==> config.mk <==
export PLATFORM = sky130hd
export DESIGN_NAME = sktab_cell
export DESIGN_NICKNAME = d
export VERILOG_FILES = /design/src/sv/sktab_pkg.sv /design/src/sv/sktab_cell.sv
export SDC_FILE = /design/constraint.sdc
export NUM_CORES = 1
export LEC_CHECK = 0
export ABC_AREA = 1
export BUFFER_PORTS_ARGS = -buffer_cell sky130_fd_sc_hd__buf_4
export CORE_AREA = 4 4 153 155
export CTS_CLUSTER_DIAMETER = 100
export DETAILED_ROUTE_END_ITERATION = 12
export DIE_AREA = 0 0 157 159
export HOLD_SLACK_MARGIN = 0.05
export PLACE_DENSITY = 0.65
export SETUP_SLACK_MARGIN = 0.1
export SYNTH_ARGS = -nofsm -noshare
export SYNTH_HDL_FRONTEND = slang
export SYNTH_SLANG_ARGS = --single-unit
==> constraint.sdc <==
create_clock -name i_clk -period 9.06 [get_ports i_clk]
set_clock_uncertainty 0.05 [all_clocks]
set_input_delay 0.453 -clock i_clk [delete_from_list [all_inputs] [get_ports i_clk]]
set_output_delay 0.453 -clock i_clk [all_outputs]
set_load 0.005 [all_outputs]
==> src/sv/sktab_pkg.sv <==
// ----------------------------------------------------------------------------
// Sorted key table package
// Command and status codes, beat field widths and the control bundle that
// steers the row of table cells.
// ----------------------------------------------------------------------------
package sktab_pkg;

    localparam int CMD_W     = 2;
    localparam int KEY_W     = 32;
    localparam int PAYLOAD_W = 64;
    localparam int STATUS_W  = 2;
    localparam int COUNT_W   = 7;

    localparam logic [CMD_W-1:0] CMD_INSERT = 2'd0;
    localparam logic [CMD_W-1:0] CMD_DELETE = 2'd1;
    localparam logic [CMD_W-1:0] CMD_SEARCH = 2'd2;

    localparam logic [STATUS_W-1:0] ST_OK       = 2'd0;
    localparam logic [STATUS_W-1:0] ST_DUP      = 2'd1;
    localparam logic [STATUS_W-1:0] ST_NOTFOUND = 2'd2;
    localparam logic [STATUS_W-1:0] ST_FULL     = 2'd3;

    typedef struct packed {
        logic cmp;
        logic ins;
        logic del;
    } t_cell_ctl;

endpackage

==> src/sv/sktab_cell.sv <==
// ----------------------------------------------------------------------------
// Sorted key table cell
// Holds one entry; compares it with the operation key and shifts entries
// right on insert or left on delete.
// ----------------------------------------------------------------------------
module sktab_cell #(
    parameter int PAYLOAD_BITS = 64
) (
    input  logic                                i_clk,
    input  logic                                i_rst_n,
    input  sktab_pkg::t_cell_ctl                i_ctl,
    input  logic signed [sktab_pkg::KEY_W-1:0]  i_key,
    input  logic [PAYLOAD_BITS-1:0]             i_payload,
    input  logic                                i_left_valid,
    input  logic                                i_left_lt,
    input  logic signed [sktab_pkg::KEY_W-1:0]  i_left_key,
    input  logic [PAYLOAD_BITS-1:0]             i_left_payload,
    input  logic                                i_right_valid,
    input  logic signed [sktab_pkg::KEY_W-1:0]  i_right_key,
    input  logic [PAYLOAD_BITS-1:0]             i_right_payload,
    output logic                                o_valid,
    output logic                                o_lt,
    output logic                                o_eq,
    output logic signed [sktab_pkg::KEY_W-1:0]  o_key,
    output logic [PAYLOAD_BITS-1:0]             o_payload
);

    import sktab_pkg::*;

    logic                    r_valid;
    logic                    r_lt;
    logic                    r_eq;
    logic signed [KEY_W-1:0] r_key;
    logic [PAYLOAD_BITS-1:0] r_payload;

    always_ff @(posedge i_clk) begin
        if (!i_rst_n) begin
            r_valid <= 1'b0;
            r_lt    <= 1'b0;
            r_eq    <= 1'b0;
        end else begin
            if (i_ctl.cmp) begin
                r_lt <= r_valid && (r_key < i_key);
                r_eq <= r_valid && (r_key == i_key);
            end
            if (i_ctl.ins && !r_lt) begin
                if (i_left_lt) begin
                    r_valid   <= 1'b1;
                    r_key     <= i_key;
                    r_payload <= i_payload;
                end else begin
                    r_valid   <= i_left_valid;
                    r_key     <= i_left_key;
                    r_payload <= i_left_payload;
                end
            end else if (i_ctl.del && !r_lt) begin
                r_valid   <= i_right_valid;
                r_key     <= i_right_key;
                r_payload <= i_right_payload;
            end
        end
    end

    assign o_valid   = r_valid;
    assign o_lt      = r_lt;
    assign o_eq      = r_eq;
    assign o_key     = r_key;
    assign o_payload = r_payload;

endmodule
==> results of run 1 <==
==> final cells by class <==
| type | instances | area (um^2) |
|---|---|---|
| antenna | 1 | 2.50 |
| clock buffer | 9 | 225 |
| inverter | 51 | 195 |
| fill | 2223 | 12500 |
| multi-input combinational | 500 | 2510 |
| tap | 280 | 350 |
| clock inverter | 7 | 61.3 |
| sequential | 99 | 2940 |
| timing repair buffer | 399 | 3000 |
==> metrics by stage <==
stage	worst slack, ps	cell area (um^2)
2_1_floorplan	3710	5850
3_3_place_gp	6430	8990
3_5_place_dp	6410	8990
4_1_cts	6680	9280
5_1_grt	6570	9280
6_report	6730	9280
==> cells in the mapped netlist (all sizes together) <==
library cell  instances
o21a                  2
clkbuf               21
dfxtp                 3
ha                   32
nand4                 3
a21o                  1
edfxtp               96
o21ai               196
inv                  50
a21oi                18
nor3                  1
clkinv                1
nor2                107
nand3                 3
buf                  20
nand2               137
==> sequential cells by signal (all words and copies together) (netlist names) <==
register and flops:
o_payload 64, o_key 32, o_lt 1, o_eq 1
o_valid 1
==> layer usage <==
metal  GRT usage (%)  routed length, um  vias to the layer above
li1                -                  -                     3088
met1            19.9               8640                     2772
met2            29.2              11300                      260
met3            4.84               2120                       30
met4            6.00                557                        0
met5               0                  0                        -
==> cells by family after synthesis <==
family                   after synthesis
AND/OR/NAND/NOR                      251
AO/OA/AOI/OAI                        217
flip-flops                            99
buffers and inverters                 92
adder cells (fa/ha/maj)               32
==> critical path: cells and delay by family (launching register included) <==
family / cells / cell delay [ps]
buffers and inverters: 3 / 1200
flip-flops: 1 / 360
AND/OR/NAND/NOR: 1 / 80
AO/OA/AOI/OAI: 1 / 170
==> power breakdown <==
part / internal [mW] / switching, mW
clock: 0.191 / 0.182
sequential: 0.552 / 0.0146
combinational: 0.170 / 0.153
total: 0.913 / 0.350
==> how the worst max path moves through the flow <==
stage                     startpoint             to  slack [ps]  depth (start not counted)
after floorplan             i_ctl[1]       o_key[0]        3710                          4
after global routing            o_lt  o_payload[57]        6570                          5
after detailed placement    i_ctl[1]  o_payload[61]        6410                          7
after global placement      i_ctl[1]  o_payload[61]        6430                          7
after CTS                       o_lt  o_payload[58]        6680                          5
final                           o_lt       o_key[1]        6730                          5
==> impl_metrics.yaml, run 1 <==
setup_path:
  cp_data_required_time_ps: 8990
  cpPeakStageDelay_ps: 660
  r2r_end: "o_key[1]"
  worstSetupEndpointType: "register"
  path_max_fanout: 58
  worstSetupPathType: "reg -> reg"
  cpMostUsedCell: "buf_4"
  r2r_setup_slack_ps: 6730
  worst_r2r_path_depth: 5
  path_cells: "a21oi_1, inv_1, nor2_4, buf_4, buf_4"
  start_kind: "register"
  critPathSlowestCell: "buf_4"
  r2r-start: "o_lt"
  cp_data_arrival_time_ps: 2260
global_routing:
  overflow: 0
  antenna_found_initial: 1
  grt_pass1_vias: 6064
  track_usage_pct: 16.9
  grt_max_degree: 98
  grt_pass1_wl_um: 32900
synth:
  yosys-top-cells-area: "edfxtp_1 49%, o21ai_0 9.8%, nand2_1 8.6%"
  yosysWarnings: 0
  yosysSeqAreaShare_pct: 50.3
  synth_top_area_cell: "edfxtp_1"
  synthXorXnorAreaFrac_pct: 0
  syn_nets: 1019
  ys_ff_latch: 99
  ys_types: 28
  synth.area.mux_share_pct: 0
  syn_inst: 691
  synth_top_family_by_area: "compound AO/OA/AOI/OAI gates"
  synth_fa_ha_area_share_pct: 6.84
  netlist_area_um2: 5850
  synth_compound_area_share_pct: 18.8
  avgSynthCellArea_um2: 8.47
  synth-simple-area-share_pct: 17.1
  netlist.area_leader.share_pct: 49.3
timing:
  worst-slew-pin-transition_ps: 1070
  grt_setup_unrepaired: "no"
  post-route-min-period_ps: 2330
  maxSlewViolCount: 0
  fin_crit_sh_pct: 25.7
  finalSetupViolCount: 0
  slew_headroom_pct: 29.0
  setup_tns_ps: 0
  fmax_mhz: 429
  finalHoldViolCount: 0
  whs_ps: 331
run_status:
  outcome: "complete, no violations"
die:
  die_h_um: 159
  core_um2: 21800
  io_pins: 395
  die_area_um2: 25000
  die_x_um: 157
  rows: 54
  start_util_pct: 26.8
finish:
  syn_to_final_growth_pct: 58.7
  post-route-util_pct: 42.5
  layout_common_cells: "399 x buf_4, 134 x nand2_1, 115 x o21ai_0, 101 x nor2_1, 96 x edfxtp_1"
  layout.nets: 1388
  mostFrequentLayoutCell: "buf_4"
  final_cells: 1346
  post_route_cells_drive_above_1_share_pct: 40.3
route:
  remaining_drc_errors: 0
  wl_per_cell_um: 16.8
  vias: 6150
  final_antenna_net_count: 0
  avgViaCountPerCell: 4.57
  dr.pass1.iters: 5
  drt_iter0_drc: 414
  routed_wl_um: 22600
worst_hold_path:
  hold_depth: 4
  hp-class: "in -> reg"
  hold_start: "i_ctl[2]"
  holdPathEnd: "o_eq"
clocking:
  ctsRootBufferMaster: "clkbuf_16"
  cts_setup_buffers: 0
  hold_buffers: 0
  post_cts_resize_count: 0
  cts_buffer_depth: 2
  h-tree-depth: 3
  cts_tree: "done"
  cts.sinks: 99
  clk_pin_slew_ps: 70
  cts_made_buffers: 9
  clock_latency_ps: 340
placement:
  port_buffers: 394
  gp_congestion: 0.887
  dpl.hpwl_um: 17500
  placedCellCount: 1329
power:
  p_per_area_nw_per_um2: 136
  fin_total_pwr_mw: 1.26
  ir_drop_v: 0.0000666
  power_leakage_nw: 4.35
run:
  maxCapViolCount: 0
(Power assumes the default switching activity.)
==> run 2: changes to the inputs <==
--- a/config.mk
+++ b/config.mk
@@ -5,14 +5,14 @@
 export SDC_FILE = /design/constraint.sdc
 export NUM_CORES = 1
 export LEC_CHECK = 0
-export ABC_AREA = 1
+export ABC_AREA = 0
 export BUFFER_PORTS_ARGS = -buffer_cell sky130_fd_sc_hd__buf_4
-export CORE_AREA = 4 4 153 155
+export CORE_AREA = 4 4 150 152
 export CTS_CLUSTER_DIAMETER = 100
 export DETAILED_ROUTE_END_ITERATION = 12
-export DIE_AREA = 0 0 157 159
+export DIE_AREA = 0 0 154 156
 export HOLD_SLACK_MARGIN = 0.05
-export PLACE_DENSITY = 0.65
+export PLACE_DENSITY = 0.67
 export SETUP_SLACK_MARGIN = 0.1
 export SYNTH_ARGS = -nofsm -noshare
 export SYNTH_HDL_FRONTEND = slang
==> constraint.sdc (replaced) <==
create_clock -name i_clk -period 2.4 [get_ports i_clk]
set_clock_uncertainty 0.05 [all_clocks]
set_input_delay 0.12 -clock i_clk [delete_from_list [all_inputs] [get_ports i_clk]]
set_output_delay 0.12 -clock i_clk [all_outputs]
set_load 0.005 [all_outputs]
==> run 2 against run 1 <==
Net effect:
- maximum frequency rose by 16%
- sequential power rose to 3.8 times the previous value
- combinational power rose to 4.1 times the previous value
- routed wire length decreased by 5.6%
- core utilization is 6.8 points higher
- critical path type unchanged
- critical path depth increased by 2
- clock power grew to 4.1 times the previous value
- cell area increased by 12%
- non-clock buffer count grew 96
==> impl_metrics.yaml, run 2 <==
clocking:
  clock_latency_ps: 340
  cts_made_buffers: 9
  clk_pin_slew_ps: 60
  h-tree-depth: 3
  cts_buffer_depth: 2
  ctsRootBufferMaster: "clkbuf_16"
  cts.sinks: 99
  cts_tree: "done"
finish:
  syn_to_final_growth_pct: 78.6
  antenna_cells: 0
  largest_reg_flops: 64
  post-route-util_pct: 49.4
  post_route_cells_drive_above_1_share_pct: 41.8
  layout_common_cells: "398 x buf_4, 104 x nand2_1, 99 x o21ai_0, 96 x mux2i_1, 96 x edfxtp_1"
  final_area_um2: 10400
  mostFrequentLayoutCell: "buf_4"
  layout.nets: 1351
route:
  wl_per_cell_um: 16.4
  vias: 5835
  drt_iter0_drc: 201
  routed_wl_um: 21400
  remaining_drc_errors: 0
  final_antenna_net_count: 0
  dr.pass1.iters: 4
  avgViaCountPerCell: 4.48
power:
  p_sw_mw: 1.23
  seq_power_share_pct: 42.5
  internal-power_mw: 3.77
  p_per_area_nw_per_um2: 482
  p_sw_share_pct: 24.7
  comb_power_share_pct: 26.5
  ir_drop_v: 0.000272
  p_clk_share_pct: 31.0
  power_leakage_nw: 4.92
  fin_total_pwr_mw: 5.00
die:
  die_x_um: 154
  die_area_um2: 24000
  core_um2: 21000
  die_h_um: 156
  rows: 53
  io_pins: 395
  start_util_pct: 27.6
synth:
  yosysWarnings: 0
  syn_inst: 549
  yosysMostFrequentCell: "nand2_1"
  post_synth_most_frequent_cells: "104 x nand2_1, 99 x o21ai_0, 96 x edfxtp_1, 96 x mux2i_1, 35 x inv_1"
  synth_edf_count: 96
  avgSynthCellArea_um2: 10.6
  ys_types: 31
  ys_ff_latch: 99
  synth_top_area_cell: "edfxtp_1"
  syn_nets: 877
  yosys-top-cells-area: "edfxtp_1 50%, mux2i_1 17%, o21ai_0 8.5%"
  yosysSeqAreaShare_pct: 50.7
  netlist_area_um2: 5810
  netlist.area_leader.share_pct: 49.6
  synth_flop_cell: "edfxtp_1"
  async_flop_share_pct: 0
placement:
  port_buffers: 394
  placed_area_um2: 9130
  dp_worst_setup_slack_ps: 331
  dpl.hpwl_um: 16800
  gp_congestion: 0.839
setup_path:
  path_cells: "ha_1, a21oi_1, o21ai_0, a22oi_1, o211ai_1, o311ai_0, a21oi_2"
  worstSetupEndpointType: "register"
  cp_data_arrival_time_ps: 2170
  worstSetupPathType: "reg -> reg"
  critPathSlowestCell: "o311ai_0"
  path_max_fanout: 3
  cp_data_required_time_ps: 2560
  start_kind: "register"
  cpPeakStageDelay_ps: 430
timing:
  setup_tns_ps: 0
  finalHoldViolCount: 0
  maxSlewViolCount: 0
  fin_crit_sh_pct: 83.5
  post-route-min-period_ps: 2000
  grt_setup_unrepaired: "no"
  setup_slack_ps: 396
  slew_headroom_pct: 61.2
  fmax_mhz: 499
  finalSetupViolCount: 0
  worst-slew-pin-transition_ps: 576
global_routing:
  antenna_found_initial: 0
  grt_pass1_vias: 6157
  grt_pass1_wl_um: 32100
  overflow: 0
  track_usage_pct: 16.9
  grt_max_degree: 102
run:
  maxCapViolCount: 0
worst_hold_path:
  hp-class: "in -> reg"
run_status:
  outcome: "complete, no violations"
run 2: routing by layer:
layer,part of all wire (%),global-route usage [%],up-vias
li1,-,-,2929
met1,38,19.3,2633
met2,53,31.4,237
met3,6.3,3.38,36
met4,2.7,6.14,0
met5,0,0,-
run 2: final cells by class:
| cell class | count | area [um^2] |
|---|---|---|
| fillers | 1932 | 10600 |
| repair buffers | 495 | 4020 |
| flip-flops and latches | 99 | 2940 |
| multi-input cells | 383 | 2620 |
| well taps | 275 | 344 |
| clock buffers | 11 | 233 |
| inverters | 35 | 131 |
| clock inverters | 5 | 80.1 |
run 2: worst paths after layout:
| kind | from | end | slack, ps | cells after the start |
|---|---|---|---|---|
| worst max register to register | o_key[19] | o_lt | 400 | 7 |
| worst min-delay path | i_right_payload[41] | o_payload[41] | 60 | 3 |
| worst max-delay path | o_key[19] | o_lt | 400 | 7 |
| worst min register to register | o_eq | o_eq | 440 | 2 |
run 2: kinds of logic (layout without fill, tap and decap cells):
group | Yosys count | count (layout) | synth area share [%]
flip-flops | 99 | 99 | 50.7
AO/OA/AOI/OAI | 126 | 126 | 11.7
AND/OR/NAND/NOR | 129 | 129 | 9.20
adder cells (fa/ha/maj) | 32 | 32 | 6.89
buffers and inverters | 67 | 546 | 4.95
multiplexers | 96 | 96 | 16.5
run 2: through the flow:
stage          cells  hold WS (ps)
6_report        1303          64.0
5_1_grt         1303          71.4
4_1_cts         1302          50.8
3_5_place_dp    1195           350
3_3_place_gp    1195           346
2_1_floorplan    549           234
run 2: power by group through the flow:
stage / clock [mW] / combinational [mW] / sequential (mW)
detailed placement: 0 / 1.21 / 2.17
finish: 1.55 / 1.32 / 2.13
CTS: 1.60 / 1.33 / 2.13
global placement: 0 / 1.20 / 2.16
floorplan: 0 / 0.440 / 2.18
global route: 1.66 / 1.46 / 2.14
run 2: what timing repair did:
item	4_1_cts	5_1_grt
endpoints found under the setup margin	0	1
gates resized for setup	0	2
endpoints found under the hold margin	91	0
buffers inserted	0	2
hold buffers	91	0
run 2: worst max-delay path: cells and delay by family (launching register included):
| family | cells | cell delay (ps) |
|---|---|---|
| AOI/OAI and AO/OA | 6 | 1090 |
| adders and majority gates | 1 | 330 |
| DFF | 1 | 400 |
==> run 3: changes to the inputs <==
==> constraint.sdc (replaced) <==
create_clock -name i_clk -period 2 [get_ports i_clk]
set_clock_uncertainty 0.05 [all_clocks]
set_input_delay 0.1 -clock i_clk [delete_from_list [all_inputs] [get_ports i_clk]]
set_output_delay 0.1 -clock i_clk [all_outputs]
set_load 0.005 [all_outputs]
==> run 3 against run 2 <==
Net effect:
- combinational power is 26% higher
- via count rose by 3.3%
- final cell count increased by 2.0%
- critical endpoint unchanged
- largest power group unchanged
==> impl_metrics.yaml, run 3 (synthesis results as in run 2) <==
global_routing:
  antenna_found_initial: 0
  grt_max_degree: 63
  grt_pass1_wl_um: 33100
  grt_pass1_vias: 6371
  track_usage_pct: 17.4
  overflow: 0
placement:
  dpl.hpwl_um: 17100
  placed_area_um2: 9220
  gp_congestion: 0.825
  port_buffers: 394
setup_path:
  worstSetupEndpointType: "register"
  path_max_fanout: 2
  worstSetupPathType: "reg -> reg"
  r2r_setup_slack_ps: 40
  cp_data_arrival_time_ps: 2120
  r2r-start: "o_key[11]"
  start_kind: "register"
  r2r_end: "o_lt"
  critPathSlowestCell: "edfxtp_1"
  worst_r2r_path_depth: 7
  cp_data_required_time_ps: 2160
  cp-startpoint: "o_key[11]"
  endpoint: "o_lt"
  cpPeakStageDelay_ps: 440
  path_cells: "ha_4, nand4_1, nor4_4, a21bo_2, o211ai_1, a211o_1, a21oi_2"
route:
  final_antenna_net_count: 0
  dr.pass1.iters: 4
  wl_met1_um: 8300
  drt_iter0_drc: 285
  met2_length_um: 11900
  avgViaCountPerCell: 4.53
  wl_per_cell_um: 16.8
  topRoutingLayerUsed: "met4"
  wl_met3_um: 1430
  routed_wl_um: 22300
  remaining_drc_errors: 0
  vias: 6027
clocking:
  ctsRootBufferMaster: "clkbuf_16"
  clk_pin_slew_ps: 70
  clock_latency_ps: 340
  h-tree-depth: 3
  cts.sinks: 99
  cts_tree: "done"
  cts_buffer_depth: 2
  cts_made_buffers: 9
power:
  ir_drop_v: 0.000294
  p_clk_share_pct: 31.1
  seq_power_share_pct: 41.8
  comb_power_share_pct: 27.2
  internal-power_mw: 4.61
  p_sw_mw: 1.51
  power_leakage_nw: 5.06
  p_per_area_nw_per_um2: 575
  p_sw_share_pct: 24.6
finish:
  final_area_um2: 10600
  layout.nets: 1377
  mostFrequentLayoutCell: "buf_4"
  post_route_cells_drive_above_1_share_pct: 42.9
  largest_reg_flops: 64
  fill_cells: 1875
  antenna_cells: 0
  syn_to_final_growth_pct: 83.1
  layout_common_cells: "418 x buf_4, 104 x nand2_1, 99 x o21ai_0, 96 x mux2i_1, 96 x edfxtp_1"
die:
  rows: 53
  die_x_um: 154
  die_h_um: 156
  die_area_um2: 24000
  io_pins: 395
  core_um2: 21000
  start_util_pct: 27.6
timing:
  finalHoldViolCount: 0
  finalSetupViolCount: 0
  post-route-min-period_ps: 1960
  slew_headroom_pct: 74.0
  grt_setup_unrepaired: "yes"
  setup_tns_ps: 0
  fmax_mhz: 510
  fin_crit_sh_pct: 98.0
  maxSlewViolCount: 0
  worst-slew-pin-transition_ps: 385
worst_hold_path:
  hold_start: "i_right_key[2]"
  hp-class: "in -> reg"
  hold_depth: 3
run:
  maxCapViolCount: 0
run_status:
  outcome: "complete, no violations"
## run 3: cell count changes in the layout (fill, tap and decap cells not counted), moves of 2 or more
cell           change
dlygate4sd3_1      +5
ha_1               -2
ha_4               +2
nor4_2             -2
buf_4             +20
## run 3: worst max-delay path, delay by kind of cell (launching register included)
kind | cells | cell delay, ps
simple gates | 2 | 430
compound gates | 4 | 580
flops | 1 | 440
fa+ha+maj | 1 | 300
## run 3: what timing repair did
item,4_1_cts,5_1_grt
endpoints found under the setup margin,1,3
gates resized for setup,1,3
pin swaps,4,4
hold endpoints to repair,94,0
setup buffers,7,5
hold buffers,95,0
## run 3: metal layers
| layer | GRT usage [%] | vias to the layer above |
|---|---|---|
| li1 | - | 2977 |
| met1 | 18.9 | 2722 |
| met2 | 33.2 | 277 |
| met3 | 3.44 | 51 |
| met4 | 6.35 | 0 |
| met5 | 0 | - |
## run 3: worst min path at each step
| stage | endpoint | slack, ps |
|---|---|---|
| after global routing | o_key[2] | 70 |
| after global placement | o_payload[47] | 320 |
| after detailed placement | o_payload[59] | 330 |
| after floorplan | o_lt | 210 |
| after CTS | o_key[2] | 50 |
| final | o_key[2] | 60 |
## run 3: stage by stage
step / hold WS [ps] / setup WS, ps / cells / utilization [%] / power, mW
3_3_place_gp: 323 / 78.6 / 1206 / 43.9 / 4.05
6_report: 63.2 / 40.6 / 1329 / 50.6 / 6.11
4_1_cts: 51.3 / 17.1 / 1324 / 50.2 / 6.17
5_1_grt: 70.5 / -109 / 1329 / 50.6 / 6.44
2_1_floorplan: 214 / -397 / 549 / - / 3.15
3_5_place_dp: 329 / 17.0 / 1206 / 43.9 / 4.08
## run 3: power groups by stage
stage	clock network, mW	logic (mW)	registers, mW
after floorplan	0	0.528	2.62
after global placement	0	1.46	2.59
after detailed placement	0	1.48	2.60
after CTS	1.97	1.65	2.55
after global routing	2.05	1.81	2.57
final	1.90	1.66	2.56
## run 3: area by class of cell
cell class / count / area (um^2) / area share [%]
Clock inverter: 4 / 76.3 / 0.718
Tap cell: 275 / 344 / 3.24
Timing Repair Buffer: 521 / 4240 / 39.9
Sequential cell: 99 / 2940 / 27.7
Inverter: 35 / 131 / 1.24
Multi-Input combinational cell: 383 / 2650 / 24.9
Clock buffer: 12 / 246 / 2.32
